### src/rtl/b64lw_pkg.sv
package b64lw_pkg;

    localparam logic [6:0] LINE_LIMIT = 7'd76;
    localparam logic [6:0] GROUP_CHARS = 7'd4;
    localparam logic [7:0] PAD_CHAR = 8'h3D;
    localparam logic [7:0] CR_CHAR = 8'h0D;
    localparam logic [7:0] LF_CHAR = 8'h0A;

    localparam int FIFO_DEPTH = 4;
    localparam int FIFO_AW = $clog2(FIFO_DEPTH);

    localparam logic [2:0] IDX_SYM0 = 3'd0;
    localparam logic [2:0] IDX_SYM1 = 3'd1;
    localparam logic [2:0] IDX_SYM2 = 3'd2;
    localparam logic [2:0] IDX_SYM3 = 3'd3;
    localparam logic [2:0] IDX_CR = 3'd4;
    localparam logic [2:0] IDX_LF = 3'd5;

    typedef struct packed {
        logic [23:0] word;
        logic        sym2;
        logic        sym3;
        logic        crlf;
        logic        fin;
    } t_group;

    function automatic logic [7:0] b64_char(input logic [5:0] v);
        logic [7:0] w;
        w = {2'b00, v};
        case (v) inside
            [6'd0:6'd25]:  b64_char = w + 8'd65;
            [6'd26:6'd51]: b64_char = w + 8'd71;
            [6'd52:6'd61]: b64_char = w - 8'd4;
            6'd62:         b64_char = 8'h2B;
            default:       b64_char = 8'h2F;
        endcase
    endfunction

endpackage

### src/rtl/b64lw_front.sv
module b64lw_front
    import b64lw_pkg::*;
(
    input  logic       i_clk,
    input  logic       i_rst_n,
    input  logic       i_valid,
    output logic       o_ready,
    input  logic [7:0] i_byte,
    input  logic       i_fin,
    input  logic       i_full,
    output logic       o_push,
    output t_group     o_group
);

    logic [15:0] r_pend, n_pend;
    logic [1:0]  r_cnt, n_cnt;
    logic [6:0]  r_line, n_line;
    logic        accept;
    logic        complete;
    logic [6:0]  line_sum;

    assign o_ready  = !i_full;
    assign accept   = i_valid && o_ready;
    assign complete = i_fin || (r_cnt == 2'd2);
    assign o_push   = accept && complete;
    assign line_sum = r_line + GROUP_CHARS;

    always_comb begin
        o_group.crlf = (line_sum >= LINE_LIMIT);
        o_group.fin  = i_fin;
        case (r_cnt)
            2'd0: begin
                o_group.word = {i_byte, 16'h0000};
                o_group.sym2 = 1'b0;
                o_group.sym3 = 1'b0;
            end
            2'd1: begin
                o_group.word = {r_pend[15:8], i_byte, 8'h00};
                o_group.sym2 = 1'b1;
                o_group.sym3 = 1'b0;
            end
            default: begin
                o_group.word = {r_pend, i_byte};
                o_group.sym2 = 1'b1;
                o_group.sym3 = 1'b1;
            end
        endcase
    end

    always_comb begin
        n_pend = r_pend;
        n_cnt  = r_cnt;
        n_line = r_line;
        if (accept) begin
            if (complete) begin
                n_pend = 16'h0000;
                n_cnt  = 2'd0;
                n_line = (o_group.crlf || i_fin) ? 7'd0 : line_sum;
            end else begin
                if (r_cnt == 2'd0) begin
                    n_pend = {i_byte, 8'h00};
                end else begin
                    n_pend = {r_pend[15:8], i_byte};
                end
                n_cnt = r_cnt + 2'd1;
            end
        end
    end

    always_ff @(posedge i_clk) begin
        if (!i_rst_n) begin
            r_pend <= 16'h0000;
            r_cnt  <= 2'd0;
            r_line <= 7'd0;
        end else begin
            r_pend <= n_pend;
            r_cnt  <= n_cnt;
            r_line <= n_line;
        end
    end

endmodule

### src/rtl/b64lw_fifo.sv
module b64lw_fifo
    import b64lw_pkg::*;
(
    input  logic   i_clk,
    input  logic   i_rst_n,
    input  logic   i_push,
    input  t_group i_group,
    output logic   o_full,
    input  logic   i_pop,
    output logic   o_valid,
    output t_group o_group
);

    t_group             r_mem [FIFO_DEPTH];
    t_group             r_head;
    logic [FIFO_AW-1:0] r_wr, r_rd, n_rd;
    logic [FIFO_AW:0]   r_cnt;
    logic               do_push, do_pop;

    assign o_full  = (r_cnt == (FIFO_AW+1)'(FIFO_DEPTH));
    assign o_valid = (r_cnt != '0);
    assign o_group = r_head;
    assign do_push = i_push && !o_full;
    assign do_pop  = i_pop && o_valid;
    assign n_rd    = do_pop ? r_rd + 1'b1 : r_rd;

    always_ff @(posedge i_clk) begin
        if (do_push) begin
            r_mem[r_wr] <= i_group;
        end
        if (do_push && (n_rd == r_wr)) begin
            r_head <= i_group;
        end else begin
            r_head <= r_mem[n_rd];
        end
    end

    always_ff @(posedge i_clk) begin
        if (!i_rst_n) begin
            r_wr  <= '0;
            r_rd  <= '0;
            r_cnt <= '0;
        end else begin
            if (do_push) begin
                r_wr <= r_wr + 1'b1;
            end
            r_rd <= n_rd;
            if (do_push && !do_pop) begin
                r_cnt <= r_cnt + 1'b1;
            end else if (do_pop && !do_push) begin
                r_cnt <= r_cnt - 1'b1;
            end
        end
    end

endmodule

### src/rtl/b64lw_back.sv
module b64lw_back
    import b64lw_pkg::*;
(
    input  logic       i_clk,
    input  logic       i_rst_n,
    input  logic       i_valid,
    input  t_group     i_group,
    output logic       o_pop,
    output logic       o_valid,
    input  logic       i_ready,
    output logic [7:0] o_char,
    output logic       o_last,
    output logic       o_end
);

    t_group     r_grp, n_grp;
    logic [2:0] r_idx, n_idx;
    logic       r_busy, n_busy;
    logic       r_oval, n_oval;
    logic [7:0] r_ochar, n_ochar;
    logic       r_olast, n_olast;
    logic       r_oend, n_oend;
    logic       adv;
    logic       is_last;
    logic       done;
    logic [7:0] cur_char;

    assign adv     = !r_oval || i_ready;
    assign is_last = (r_idx == (r_grp.crlf ? IDX_LF : IDX_SYM3));
    assign done    = !r_busy || (adv && is_last);
    assign o_pop   = done && i_valid;

    always_comb begin
        case (r_idx)
            IDX_SYM0: cur_char = b64_char(r_grp.word[23:18]);
            IDX_SYM1: cur_char = b64_char(r_grp.word[17:12]);
            IDX_SYM2: cur_char = r_grp.sym2 ? b64_char(r_grp.word[11:6]) : PAD_CHAR;
            IDX_SYM3: cur_char = r_grp.sym3 ? b64_char(r_grp.word[5:0]) : PAD_CHAR;
            IDX_CR:   cur_char = CR_CHAR;
            default:  cur_char = LF_CHAR;
        endcase
    end

    always_comb begin
        n_grp   = r_grp;
        n_idx   = r_idx;
        n_busy  = r_busy;
        n_oval  = r_oval;
        n_ochar = r_ochar;
        n_olast = r_olast;
        n_oend  = r_oend;
        if (adv) begin
            n_oval = r_busy;
            if (r_busy) begin
                n_ochar = cur_char;
                n_olast = is_last;
                n_oend  = is_last && r_grp.fin;
                n_idx   = r_idx + 3'd1;
            end
        end
        if (done) begin
            n_busy = i_valid;
            if (i_valid) begin
                n_grp = i_group;
                n_idx = IDX_SYM0;
            end
        end
    end

    always_ff @(posedge i_clk) begin
        if (!i_rst_n) begin
            r_busy <= 1'b0;
            r_oval <= 1'b0;
            r_idx  <= IDX_SYM0;
        end else begin
            r_busy <= n_busy;
            r_oval <= n_oval;
            r_idx  <= n_idx;
        end
    end

    always_ff @(posedge i_clk) begin
        r_grp   <= n_grp;
        r_ochar <= n_ochar;
        r_olast <= n_olast;
        r_oend  <= n_oend;
    end

    assign o_valid = r_oval;
    assign o_char  = r_ochar;
    assign o_last  = r_olast;
    assign o_end   = r_oend;

endmodule

### src/rtl/base64_encoder_line_wrap.sv
// Channel   Dir  Handshake            Payload
// s_*       in   s_tvalid / s_tready  tdata = data_byte, tlast = final_byte
// m_*       out  m_tvalid / m_tready  tdata = out_char, tlast = run_last,
//                                     tuser = message_end
// One byte is taken per cycle while the group queue (4 entries) has room.
// One character leaves per cycle while m_tready is high; a group is 4 characters, 6 with CR LF,
// so the output register, not the input, sets the sustained rate.
// Reset is synchronous, active low; it empties the queue and clears the line.
// A stalled output fills the queue; a full queue drops s_tready.
module base64_encoder_line_wrap
    import b64lw_pkg::*;
(
    input  logic       i_clk,
    input  logic       i_rst_n,
    input  logic       s_tvalid,
    output logic       s_tready,
    input  logic [7:0] s_tdata,   // [7:0] data_byte
    input  logic       s_tlast,
    output logic       m_tvalid,
    input  logic       m_tready,
    output logic [7:0] m_tdata,   // [7:0] out_char
    output logic       m_tlast,
    output logic       m_tuser    // [0] message_end
);

    logic   push, full, pop, q_valid;
    t_group front_grp, q_grp;

    b64lw_front u_front (
        .i_clk   (i_clk),
        .i_rst_n (i_rst_n),
        .i_valid (s_tvalid),
        .o_ready (s_tready),
        .i_byte  (s_tdata),
        .i_fin   (s_tlast),
        .i_full  (full),
        .o_push  (push),
        .o_group (front_grp)
    );

    b64lw_fifo u_fifo (
        .i_clk   (i_clk),
        .i_rst_n (i_rst_n),
        .i_push  (push),
        .i_group (front_grp),
        .o_full  (full),
        .i_pop   (pop),
        .o_valid (q_valid),
        .o_group (q_grp)
    );

    b64lw_back u_back (
        .i_clk   (i_clk),
        .i_rst_n (i_rst_n),
        .i_valid (q_valid),
        .i_group (q_grp),
        .o_pop   (pop),
        .o_valid (m_tvalid),
        .i_ready (m_tready),
        .o_char  (m_tdata),
        .o_last  (m_tlast),
        .o_end   (m_tuser)
    );

endmodule

### config.mk
export PLATFORM = sky130hd
export DESIGN_NAME = base64_encoder_line_wrap
export DESIGN_NICKNAME = d
export VERILOG_FILES = /design/src/rtl/b64lw_pkg.sv /design/src/rtl/b64lw_front.sv /design/src/rtl/b64lw_fifo.sv /design/src/rtl/b64lw_back.sv /design/src/rtl/base64_encoder_line_wrap.sv
export SDC_FILE = /design/constraint.sdc
export NUM_CORES = 1
export LEC_CHECK = 0
export BUFFER_PORTS_ARGS = -buffer_cell sky130_fd_sc_hd__buf_2
export CAP_MARGIN = 20
export CORE_ASPECT_RATIO = 0.7
export CORE_MARGIN = 8
export CORE_UTILIZATION = 35
export DETAILED_ROUTE_END_ITERATION = 12
export PLACE_DENSITY = 0.53
export SYNTH_ARGS = -nofsm -noshare
export SYNTH_HDL_FRONTEND = slang
export SYNTH_SLANG_ARGS = --single-unit
### constraint.sdc
create_clock -name i_clk -period 3.2 [get_ports i_clk]
set_input_delay 0.16 -clock i_clk [delete_from_list [all_inputs] [get_ports i_clk]]
set_output_delay 0.16 -clock i_clk [all_outputs]
set_load 0.01 [all_outputs]
; ---- Yosys cells after proc, flatten, opt, wreduce, memory -nomap -nowiden
; Memories as Yosys holds them, arrays and structs flattened. A register that Yosys moved wholly into a read port is not among the register bits.
; Cells that the tools add are included.
[op_classes]
add_sub_neg = 19
n_lt_le_gt_ge = 25
n_eq_ne = 12
muxes = 34
reduce_logical = 39
[op_table]
columns = cell, n
row1 = $mux 8, 14
row2 = $add 6x7->8 const B, 8
row3 = $pmux 26 s2, 1
row4 = $le 6x6->1 const B, 8
row5 = $pmux 8 s5, 1
row6 = $mux 3, 11
row7 = $mux 16, 2
row8 = $sub 6x3->7 const B, 4
row9 = $eq 6x6->1 const B, 4
row10 = $ge 6x1->1 const B, 4
row11 = $ge 6x5->1 const B, 4
row12 = $ge 6x6->1 const B, 4
row13 = $le 6x5->1 const B, 4
row14 = $logic_and 1x1->1, 21
row15 = $reduce_and 2->1, 4
row16 = $add 7x3->7 const B, 1
row17 = $ge 7x7->1 const B, 1
row18 = $mux 7, 1
row19 = $add 2x1->2 const B, 3
row20 = $add 3x1->3 const B, 2
row21 = $eq 3x2->1 const B, 2
row22 = $eq 3x3->1 const B, 2
row23 = $logic_not 1->1, 5
row24 = $logic_or 1x1->1, 4
row25 = other kinds (11), 14
[totals]
reg_bits = 75
mem_bits_rw = 112
inputBits = 13
output_inout_bits = 12
wordCells = 148
memories = 1
[memory_table]
columns = name, words, word_bits, rd, rd_ports_with_merged_regs, write_ports, line_no
row1 = u_fifo.r_mem, 4, 28, 1, 1, 1, b64lw_fifo.sv:14  ; t_group r_mem [FIFO_DEPTH];

; ---- Longest topological paths before layout
; Gate-level depths: netlist (run 1).
[depth]
depth_word = 9
ltp_mapped = 10
ltp_nobuf = 10

; ---- By module
; A second synthesis (run 1) with hierarchy kept.
[hier_totals]
hier_cells = 764
area_unflattened_um2 = 9674.3
[modules_own_cells]
columns = module, instances, cells_each, area_each_um2, seq_area_each_um2
row1 = b64lw_fifo, 1, 192, 4548.1, 3543.4
row2 = b64lw_back, 1, 410, 3779.9, 1241.2
row3 = b64lw_front, 1, 162, 1346.3, 460.4

; ---- Worst setup path after synthesis (run 1)
; OpenSTA, ideal clock, no wires.
[synth_timing]
path_kind = flip-flop to flip-flop
from = register u_back.r_grp[6] (netlist name)
to = register u_back.r_ochar[5], in the netlist u_back.o_char[5] (data pin)
setup_time_ns = 0.272
t_arrival_ns = 2.345
required_ns = 2.928
slack_ns = 0.583
path_stages_with_launch = 9
path_buffers = 1
synth_period_minus_slack_ns = 2.617
cell_sequence = edfxtp_1 > clkbuf_1 > inv_1 > ha_1 > a21o_1 > a31o_1 > or4_1 > o311a_1 > or4_1
[synth_via]
elab_chain_cells = 7
word_cells_on_any_way = 17
cone_classes = add/sub: 3 / order compare: 6 / mux: 5 / reduce/logical: 3
[synth_rtl]
columns = element, line_no
row1 = "start, declared", b64lw_back.sv:16  ; t_group r_grp, n_grp;
row2 = "start signal, assigned", b64lw_back.sv:83  ; r_grp <= n_grp;
row3 = $ge 6x6->1 (implied by the code) / $le 6x6->1 (equally long branches), b64lw_back.sv:38  ; IDX_SYM3: cur_char = r_grp.sym3 ? b64_char(r_grp.word[5:0]) : PAD_CHAR;
row4 = $logic_and 1x1->1 (implied by the code), b64lw_back.sv:38
row5 = $mux 8 (2 in series), b64lw_pkg.sv:30  ; case (v) inside
row6 = $mux 8 (*), b64lw_pkg.sv:30
row7 = $mux 8 (*), b64lw_back.sv:38
row8 = $pmux 8 s5 (*), b64lw_back.sv:34  ; case (r_idx)
row9 = net u_back.cur_char[5], b64lw_back.sv:26  ; logic [7:0] cur_char;
row10 = "end signal, assigned", b64lw_back.sv:84  ; r_ochar <= n_ochar;
row11 = "end, declared", b64lw_back.sv:20  ; logic [7:0] r_ochar, n_ochar;
; Mark *: on every way through the listed nets, which the timed path passes. The rest lies on a longest branch.
; A chain may end at the register's enable or synchronous reset.

; ---- Worst setup path after layout (run 1)
; Ends and elaborated chain as after synthesis.

==> impl_metrics.tcl, run 1 <==
set metrics [dict create \
    firstDrtPassIters 5 \
    dieArea_mm2 0.03266 \
    yosysWarningCount 0 \
    htreeDepth 4 \
    rows 50 \
    synth_most_common_cell "edfxtp_1" \
    holdBufCountCts 0 \
    netlist_area_mm2 0.009469 \
    clock_skew_ns 0.01052 \
    cp-end-kind "flop" \
    core_area_mm2 0.02665 \
    synth_fa_ha_area_share_pct 7.347 \
    leakage_nw 3.752 \
    outcome "finished, final reports clean" \
    timing.rr.start "u_back.r_grp[6]" \
    setup_slack_ns 0.3392 \
    grt_use_total_pct 12.80 \
    p_switching_mw 3.765 \
    drc 0 \
    cp.arrival_ns 3.03 \
    ctsResizeCount 0 \
    synth_fp_nets 843 \
    synth-main-ff-cell "edfxtp_1" \
    drt-met1-wl_mm 11.28 \
    preCtsSetupSlack_ns 0.3858 \
    vias 6012 \
    hold_viol_final 0 \
    reg2reg_to "u_back.o_char[5]" \
    p_comb_share_pct 39.1 \
    slew_viol_final 0 \
    grt-ovfl-total 0 \
    ys_seq_elements 187 \
    io_buffers 24 \
    yosysSeqAreaShare_pct 55.39 \
    grt_max_degree 34 \
    ant_nets 0 \
    syn_inst 775 \
    synth_common_cells "150 x edfxtp_1, 65 x nand2_1, 54 x ha_1, 38 x nor2_1, 37 x dfxtp_1" \
    yosys.area.top_type "edfxtp_1" \
    synth_compound_area_share_pct 11.71 \
    cp_cell_sequence "inv_1 -> ha_1 -> a21o_1 -> a31o_1 -> or4_1 -> o311a_1 -> or4_1" \
    peakVddDrop_mv 0.4567 \
    area_growth_pct 12.20 \
    rsz0062_at_grt "false" \
    final-setup-viol-count 0 \
    grt_pass1_vias 5634 \
    synth_top_family_by_area "simple AND/OR/NAND/NOR gates" \
    sw_frac_of_total_pct 39.29 \
    nFillCells 2571 \
    holdCritPathClass "input pin to flop" \
    antenna_found_initial 0 \
    total_power_mw 9.583 \
    fp.dieH_um 153.6 \
    min-delay-start "s_tdata[6]" \
    start_kind "flop" \
    wl_per_cell_um 17.55 \
    wl_met3_um 971 \
    max_slew.worst_pin.slew_ns 0.7234 \
    drv_cap 0 \
    start_util_pct 35.53 \
    slew_headroom_pct 51.77 \
    min_path_cells 3 \
    r2r_cells 7 \
    cts.reportedPaths.clkPinSlew_ns 0.08 \
    reg2reg_slack_ns 0.34 \
    via_per_inst 5.112 \
    muxShareOfSynthArea_pct 7.188 \
    clk_latency_ns 0.44 \
    worstSetupPathType "flop to flop" \
    drtIter0Drc 433 \
    min_period_ns 2.861 \
    finalSetupTns_ns 0 \
    grt_pass1_wl_mm 32.49 \
    drt_wl_total_mm 20.64 \
    numCtsBuffers 17 \
    diodes 0 \
    hold_end "u_front.r_pend[6]" \
    clkPwrFrac_pct 21.9 \
    syn_area_per_cell_um2 12.22 \
    tritoncts "yes" \
    place_congestion 0.8683 \
    synth-xor-area-share_pct 2.405 \
    fin_crit_sh_pct 89.40 \
    yosysUniqueCellTypes 58 \
    fin_util_pct 39.86 \
    final_nets 867 \
    synth-edff-count 150 \
    clock-root-buffer "clkbuf_16" \
    die_w_um 212.6 \
    synth-simple-area-share_pct 13.00 \
    clock.fmax_ghz 0.3495 \
    post_cts_buffers 0 \
    worstPathRequired_ns 3.37 \
    async_flop_share_pct 0 \
    cp_common_cell "or4_1" \
    drive_gt1_share_pct 13.18 \
    p_per_area_mw_per_mm2 902.0 \
    yosys-top-cells-area "edfxtp_1 48%, dfxtp_1 7.8%, ha_1 7.1%" \
    synth_top_area_share_pct 47.57 \
    io_pins 25 \
    clock-sinks 187 \
    cts_buffer_depth 2 \
    dpl.hpwl_mm 14.30 \
    internal-power_mw 5.818 \
    cp_slowest_cell "edfxtp_1" \
    slowest_delay_ns 0.52 \
    crit_fanout 11 \
    wl_met2_mm 8.255 \
    power_frac_seq_pct 39.0 \
    maxUsedRoutingLayer "met4" \
]
power groups by stage:
stage | combinational, mW | sequential (mW) | clock, mW
final | 3.75 | 3.74 | 2.10
after global routing | 4.16 | 3.83 | 2.24
after CTS | 3.74 | 3.74 | 2.16
after detailed placement | 3.72 | 3.79 | 0
after global placement | 3.76 | 3.79 | 0
after floorplan | 2.87 | 3.52 | 0
placed cells by master (no fill, tap or decap), types with 8 or more instances in the layout:
cell type and instances:
edfxtp_1 150, nand2_1 65, ha_1 54, nor2_1 38, inv_1 36, dfxtp_1 36
o21ai_0 34, mux4_2 28, and2_1 26, nand3_1 26, a21oi_1 24, buf_2 24
nor2b_1 23, xnor2_1 18, clkbuf_16 17, buf_4 17, a21boi_0 16, nand2b_1 14
o211ai_1 12, a22oi_1 12, nor3_1 11, xor2_1 8, a22o_1 8
critical path: cells and delay by family, from the launching register on:
| family | cells | cell delay, ns |
|---|---|---|
| fa+ha+maj | 1 | 0.25 |
| compound gates | 3 | 0.70 |
| buf+inv | 1 | 0.14 |
| simple gates | 2 | 0.98 |
| flops | 1 | 0.52 |
logic make-up after synthesis:
group / after synthesis
buffers and inverters: 73
XOR/XNOR: 26
AND/OR/NAND/NOR: 241
multiplexers: 33
adder cells (fa/ha/maj): 55
AO/OA/AOI/OAI: 160
flip-flops: 187
worst max path at each step:
| stage | start | to |
|---|---|---|
| after floorplan | u_back.r_grp[6] | u_back.o_char[5] |
| final | u_back.r_grp[6] | u_back.o_char[5] |
| after global routing | u_back.r_grp[24] | u_back.o_char[5] |
| after global placement | u_back.r_grp[6] | u_back.o_char[5] |
| after CTS | u_back.r_grp[6] | u_back.o_char[5] |
| after detailed placement | u_back.r_grp[6] | u_back.o_char[5] |
area by class of cell:
type                       instances  area, um^2  area share, %
timing repair buffer              41       247.7          2.332
sequential                       187        5246          49.38
clock buffer                      17       425.4          4.004
clock inverter                    15       166.4          1.566
inverter                          37       138.9          1.307
tap                              364       455.4          4.287
multi-input combinational        515        3944          37.12
state kept, by name, indices dropped and copies added, names as in the netlist, named ones only:
signal / flops
u_fifo.r_rd: 2
u_front.r_line: 5
u_front.r_cnt: 2
u_front.r_pend: 16
u_back.o_valid: 1
u_back.o_last: 1
u_fifo.r_mem: 112
u_back.r_busy: 1
u_fifo.r_cnt: 3
u_back.r_idx: 3
u_back.o_end: 1
u_back.o_char: 8
u_fifo.r_wr: 2
u_back.r_grp: 28
stage by stage:
stage          instances  hold WS [ns]  instance area (um^2)
2_1_floorplan        775        0.2589                  9469
6_report            1176       0.03834                 10620
3_5_place_dp        1144        0.4439                 10030
3_3_place_gp        1144        0.4369                 10030
4_1_cts             1176       0.02525                 10620
5_1_grt             1176       0.03622                 10620
metal layers:
metal  up-vias  global-route usage [%]
met1      2905                   20.18
met4         0                   3.246
li1       2944                       -
met2       150                   17.06
met3        13                   2.904
met5         -                       0
Note: power is estimated with default switching activity, not from simulation.
==> run 2: changes to the inputs <==
Settings changed: RECOVER_POWER from default to 50.
==> run 2 against run 1 <==
Effect of this change:
- register-to-register slack is essentially flat
- via count decreased by 0.47%
- clock power about the same
- wire length rose by 0.43%
- clock skew increased by 0.00097 ns
- setup slack worse by 0.0013 ns
- non-clock buffer count did not move
- first-iteration DRC count increased by 4.2%
- fmax barely moved
- sequential power about the same
- largest cell class unchanged
- highest routed layer unchanged
==> impl_metrics.tcl, run 2 (synthesis results as in run 1) <==
set metrics [dict create \
    timing.rr.start "u_back.r_grp[6]" \
    nFillCells 2584 \
    cp.arrival_ns 3.03 \
    largest_register_ffs 112 \
    peakVddDrop_mv 0.4545 \
    grt_max_degree 34 \
    drive_gt1_share_pct 10.96 \
    start_util_pct 35.53 \
    cp_cell_sequence "inv_1 -> ha_1 -> a21o_1 -> a31o_1 -> or4_1 -> o311a_1 -> or4_1" \
    layoutNonFillerInstCount 1176 \
    final_common_cell "edfxtp_1" \
    hold_end "u_front.r_pend[6]" \
    fin_util_pct 39.74 \
    core_area_mm2 0.02665 \
    reg_top3 "u_fifo.r_mem (112), u_back.r_grp (28), u_front.r_pend (16)" \
    min-delay-start "s_tdata[6]" \
    finalSetupTns_ns 0 \
    worstSetupPathType "flop to flop" \
    r2r_cells 7 \
    slew_headroom_pct 33.07 \
    dieArea_mm2 0.03266 \
    grt_use_total_pct 12.80 \
    dpl.hpwl_mm 14.30 \
    wl_per_cell_um 17.63 \
    total_power_mw 9.554 \
    firstDrtPassIters 5 \
    final-setup-viol-count 0 \
    setup_slack_ns 0.3378 \
    grt-ovfl-total 0 \
    drv_cap 0 \
    largest-register "u_fifo.r_mem" \
    die_w_um 212.6 \
    reg2reg_slack_ns 0.34 \
    final_nets 867 \
    drtIter0Drc 451 \
    clock.fmax_ghz 0.3494 \
    slew_viol_final 0 \
    critPathBufInv 1 \
    vias 5984 \
    grt_pass1_wl_mm 32.49 \
    htreeDepth 4 \
    tritoncts "yes" \
    post_cts_buffers 0 \
    grt_pass1_vias 5634 \
    reg2reg_to "u_back.o_char[5]" \
    p_per_area_mw_per_mm2 902.1 \
    place_inst 1144 \
    final_cell_mix "150 x edfxtp_1, 65 x nand2_1, 54 x ha_1" \
    rows 50 \
    ant_nets 0 \
    preCtsSetupSlack_ns 0.3858 \
    holdCritPathClass "input pin to flop" \
    fp.dieH_um 153.6 \
    io_pins 25 \
    max_slew.worst_pin.slew_ns 1.003 \
    hold_viol_final 0 \
    crit_family "simple AND/OR/NAND/NOR gates" \
    multi_input_comb_area_mm2 0.003944 \
    clock_skew_ns 0.01149 \
    clock-root-buffer "clkbuf_16" \
    cts_buffer_depth 2 \
    area_growth_pct 11.85 \
    clk_latency_ns 0.44 \
    diodes 0 \
    ctsResizeCount 0 \
    rsz0062_at_grt "false" \
    slowest_delay_ns 0.52 \
    via_per_inst 5.088 \
    io_buffers 24 \
    cts.reportedPaths.clkPinSlew_ns 0.08 \
    start_kind "flop" \
    drc 0 \
    worstPathRequired_ns 3.37 \
    min_period_ns 2.862 \
    holdBufCountCts 0 \
    drt_wl_total_mm 20.73 \
    min_path_cells 3 \
    clock-sinks 187 \
    crit_fanout 11 \
    ff_latch_area_mm2 0.005245 \
    cp_slowest_cell "edfxtp_1" \
    outcome "finished, final reports clean" \
    numCtsBuffers 17 \
    cp-end-kind "flop" \
    cp_common_cell "or4_1" \
    fin_crit_sh_pct 89.44 \
    antenna_found_initial 0 \
    place_congestion 0.8683 \
    leakage_nw 3.689 \
]
[run 2: cell count changes in the layout (fill, tap and decap cells not counted), sizes merged]
cell,before,now
clkbuf,17,34
buf,41,24
[run 2: area by class of cell]
cell class              instances  share of cell area, %
clock inverters                15                  1.571
inverters                      37                  1.311
repair buffers                 41                  2.044
well taps                     364                  4.300
multi-input cells             515                  37.24
flip-flops and latches        187                  49.52
clock buffers                  17                  4.017
[run 2: through the flow]
stage	instance area, um^2	hold slack (ns)
6_report	10590	0.03948
5_1_grt	10590	0.03669
4_1_cts	10620	0.02525
3_5_place_dp	10030	0.4439
3_3_place_gp	10030	0.4369
2_1_floorplan	9469	0.2589
[run 2: layer usage]
layer | track usage, % | up-vias | wire length (um)
met3 | 2.904 | 11 | 1076
met2 | 17.06 | 139 | 8359
li1 | - | 2944 | -
met5 | 0 | - | 0
met4 | 3.246 | 0 | 111
met1 | 20.18 | 2890 | 11180
[run 2: worst max-delay path by stage]
| stage | startpoint | end | slack (ns) | cells past startpoint |
|---|---|---|---|---|
| after floorplan | u_back.r_grp[6] | u_back.o_char[5] | 0.58 | 8 |
| after global placement | u_back.r_grp[6] | u_back.o_char[5] | 0.45 | 7 |
| after detailed placement | u_back.r_grp[6] | u_back.o_char[5] | 0.39 | 7 |
| after CTS | u_back.r_grp[6] | u_back.o_char[5] | 0.37 | 7 |
| after global routing | u_back.r_grp[24] | u_back.o_char[5] | 0.17 | 8 |
| final | u_back.r_grp[6] | u_back.o_char[5] | 0.34 | 7 |
[run 2: worst register-to-register path, cell delays in order, from the launching register on]
cell and delay, ns:
edfxtp_1 0.52, inv_1 0.14, ha_1 0.25, a21o_1 0.22
a31o_1 0.34, or4_1 0.51, o311a_1 0.14, or4_1 0.47
[run 2: where the power goes]
part,internal (mW),switching [mW]
clock,1.05,1.05
sequential,3.21,0.535
combinational,1.53,2.19
==> run 3: changes to the inputs <==
Settings changed: PLACE_DENSITY 0.53 to default, PLACE_DENSITY_LB_ADDON from default to 0.2, SYNTH_HIERARCHICAL from default to 1.
==> run 3 against run 2 <==
Effect of this change:
- area after synthesis grew 2.2%
- sequential share of layout area shrank 0.83 points
- synthesized cell count shrank 1.4%
- non-clock buffer count grew 1
- combinational power shrank 10%
- first-iteration DRC count grew 17%
- cell area grew 1.7%
- count of clock-buffer cells in the layout grew 1
- setup slack lost 0.061 ns
- sequential power shrank 3%
- hold slack gained 0.031 ns
- sequential cell count is the same
- largest power group unchanged
==> impl_metrics.tcl, run 3 <==
set metrics [dict create \
    p_per_area_mw_per_mm2 843.0 \
    grt_pass1_vias 5974 \
    hold_viol_final 0 \
    via_per_inst 5.244 \
    htreeDepth 4 \
    synth_compound_area_share_pct 13.01 \
    start_kind "flop" \
    synth_top_area_share_pct 46.56 \
    worstPathRequired_ns 3.36 \
    vias 6193 \
    outcome "finished, final reports clean" \
    synth_common_cells "150 x edfxtp_1, 53 x ha_1, 48 x nand2_1, 40 x inv_1, 37 x dfxtp_1" \
    setup_slack_ns 0.2768 \
    grt_use_total_pct 13.14 \
    finalSetupTns_ns 0 \
    slowest_delay_ns 0.49 \
    min_period_ns 2.923 \
    reg_top3 "u_fifo/r_mem (112), u_back/r_grp (28), u_front/r_pend (16)" \
    drtIter0Drc 529 \
    synth_fp_nets 831 \
    crit_family "compound AO/OA/AOI/OAI gates" \
    place_inst 1149 \
    antenna_found_initial 0 \
    dpl-instance-area_mm2 0.01023 \
    firstDrtPassIters 5 \
    grt_pass1_wl_mm 34.29 \
    yosysWarningCount 6 \
    netlist_area_mm2 0.009674 \
    crit_fanout 6 \
    post_cts_buffers 0 \
    async_flop_share_pct 0 \
    tritoncts "yes" \
    place_congestion 0.8669 \
    synth_top_family_by_area "compound AO/OA/AOI/OAI gates" \
    largest_register_ffs 112 \
    yosys-top-cells-area "edfxtp_1 47%, dfxtp_1 7.7%, ha_1 6.9%" \
    wl_per_cell_um 18.27 \
    critPathBufInv 2 \
    final_cell_mix "150 x edfxtp_1, 53 x ha_1, 48 x nand2_1" \
    holdBufCountCts 0 \
    syn_inst 764 \
    layoutNonFillerInstCount 1181 \
    dieArea_mm2 0.03330 \
    cts.reportedPaths.clkPinSlew_ns 0.07 \
    holdCritPathClass "input pin to flop" \
    final_common_cell "edfxtp_1" \
    max_slew.worst_pin.slew_ns 1.205 \
    final_nets 864 \
    synth-xor-area-share_pct 2.173 \
    clock_skew_ns 0.009290 \
    synth_most_common_cell "edfxtp_1" \
    clk_latency_ns 0.43 \
    die_w_um 214.7 \
    cp-end-kind "flop" \
    ant_nets 0 \
    nFillCells 2601 \
    hold_ws_ns 0.07003 \
    drc 0 \
    cp_slowest_cell "or4b_1" \
    ff_latch_area_mm2 0.005245 \
    multi_input_comb_area_mm2 0.004076 \
    rows 51 \
    worstSetupPathType "flop to flop" \
    clock-root-buffer "clkbuf_16" \
    r2r_cells 9 \
    synth_fa_ha_area_share_pct 7.062 \
    leakage_nw 3.738 \
    reg2reg_slack_ns 0.28 \
    io_buffers 24 \
    fin_area_mm2 0.01077 \
    core_area_mm2 0.02750 \
    cp_cell_sequence "inv_1 -> ha_1 -> a21boi_1 -> nor3_1 -> buf_4 -> mux2_1 -> a211oi_1 -> o32ai_1 -> or4b_1" \
    reg2reg_to "u_back/o_char[4]" \
    synth-edff-count 150 \
    timing.rr.start "u_back/r_grp[7]" \
    grt-ovfl-total 0 \
    path_depth 9 \
    ys_seq_elements 187 \
    numCtsBuffers 17 \
    yosysUniqueCellTypes 80 \
    ctsResizeCount 0 \
    dpl.hpwl_mm 15.08 \
    cp.arrival_ns 3.09 \
    fin_crit_sh_pct 91.35 \
    clock.fmax_ghz 0.3421 \
    final-setup-viol-count 0 \
    peakVddDrop_mv 0.4390 \
    diodes 0 \
    endpoint "u_back/o_char[4]" \
    worstSetupStartpoint "u_back/r_grp[7]" \
    yosys.area.top_type "edfxtp_1" \
    clock-sinks 187 \
    drv_cap 0 \
    fp.dieH_um 155.1 \
    syn_area_per_cell_um2 12.66 \
    io_pins 25 \
    slew_viol_final 0 \
    slew_headroom_pct 19.54 \
    yosysSeqAreaShare_pct 54.22 \
    grt_max_degree 36 \
    drt_wl_total_mm 21.58 \
    area_growth_pct 11.34 \
    cts_buffer_depth 2 \
    muxShareOfSynthArea_pct 7.501 \
    start_util_pct 35.18 \
    rsz0062_at_grt "false" \
    synth-simple-area-share_pct 12.56 \
    largest-register "u_fifo/r_mem" \
    preCtsSetupSlack_ns 0.3530 \
    synth-main-ff-cell "edfxtp_1" \
    drive_gt1_share_pct 12.72 \
]
[run 3: cell type report]
cell class	instances	area share [%]
flip-flops and latches	187	48.69
multi-input cells	506	37.84
well taps	371	4.309
clock buffers	18	3.984
repair buffers	42	2.137
clock inverters	14	1.533
inverters	43	1.498
[run 3: worst min path at each step]
stage / cells past startpoint / end / slack [ns] / from
finish: 3 / u_back/o_valid / 0.07 / m_tready
global route: 3 / u_back/o_valid / 0.07 / m_tready
CTS: 3 / u_back/o_valid / 0.05 / m_tready
detailed placement: 1 / flop / 0.44 / u_fifo/r_rd[1]
global placement: 1 / flop / 0.44 / u_fifo/r_rd[1]
floorplan: 1 / u_back/o_valid / 0.28 / i_rst_n
[run 3: worst min-delay path: stages]
cell     delay [ns]
buf_2          0.07
nor2b_1        0.05
o21a_1         0.16
[run 3: cell families (layout without fill, tap and decap cells)]
| kind of cell | Yosys count | after routing |
|---|---|---|
| xor gates and xnor gates | 24 | 24 |
| adders and majority gates | 54 | 54 |
| AOI/OAI and AO/OA | 173 | 173 |
| and+or+nand+nor | 218 | 218 |
| buffers and inverters | 71 | 117 |
| DFF | 187 | 187 |
| muxes | 37 | 37 |
[run 3: layer usage]
layer	GRT usage [%]	vias to the layer above	share of wire (%)
met1	20.39	3020	54
li1	-	2975	-
met3	2.793	13	4.7
met5	0	-	0
met2	17.96	185	40
met4	3.582	0	0.86
[run 3: stage by stage]
step                total power, mW  util (%)
floorplan                     6.055         -
global placement              7.061     37.20
detailed placement            6.995     37.20
CTS                           9.162     39.37
global route                  9.637     39.17
finish                        9.080     39.17
[run 3: power breakdown]
group / switching [mW] / leakage, nW / internal (mW) / total, mW
Combinational: 1.97 / 1.75 / 1.36 / 3.33
Clock: 0.960 / 0.280 / 1.17 / 2.13
Sequential: 0.442 / 1.70 / 3.17 / 3.61
Total: 3.38 / 3.74 / 5.70 / 9.08
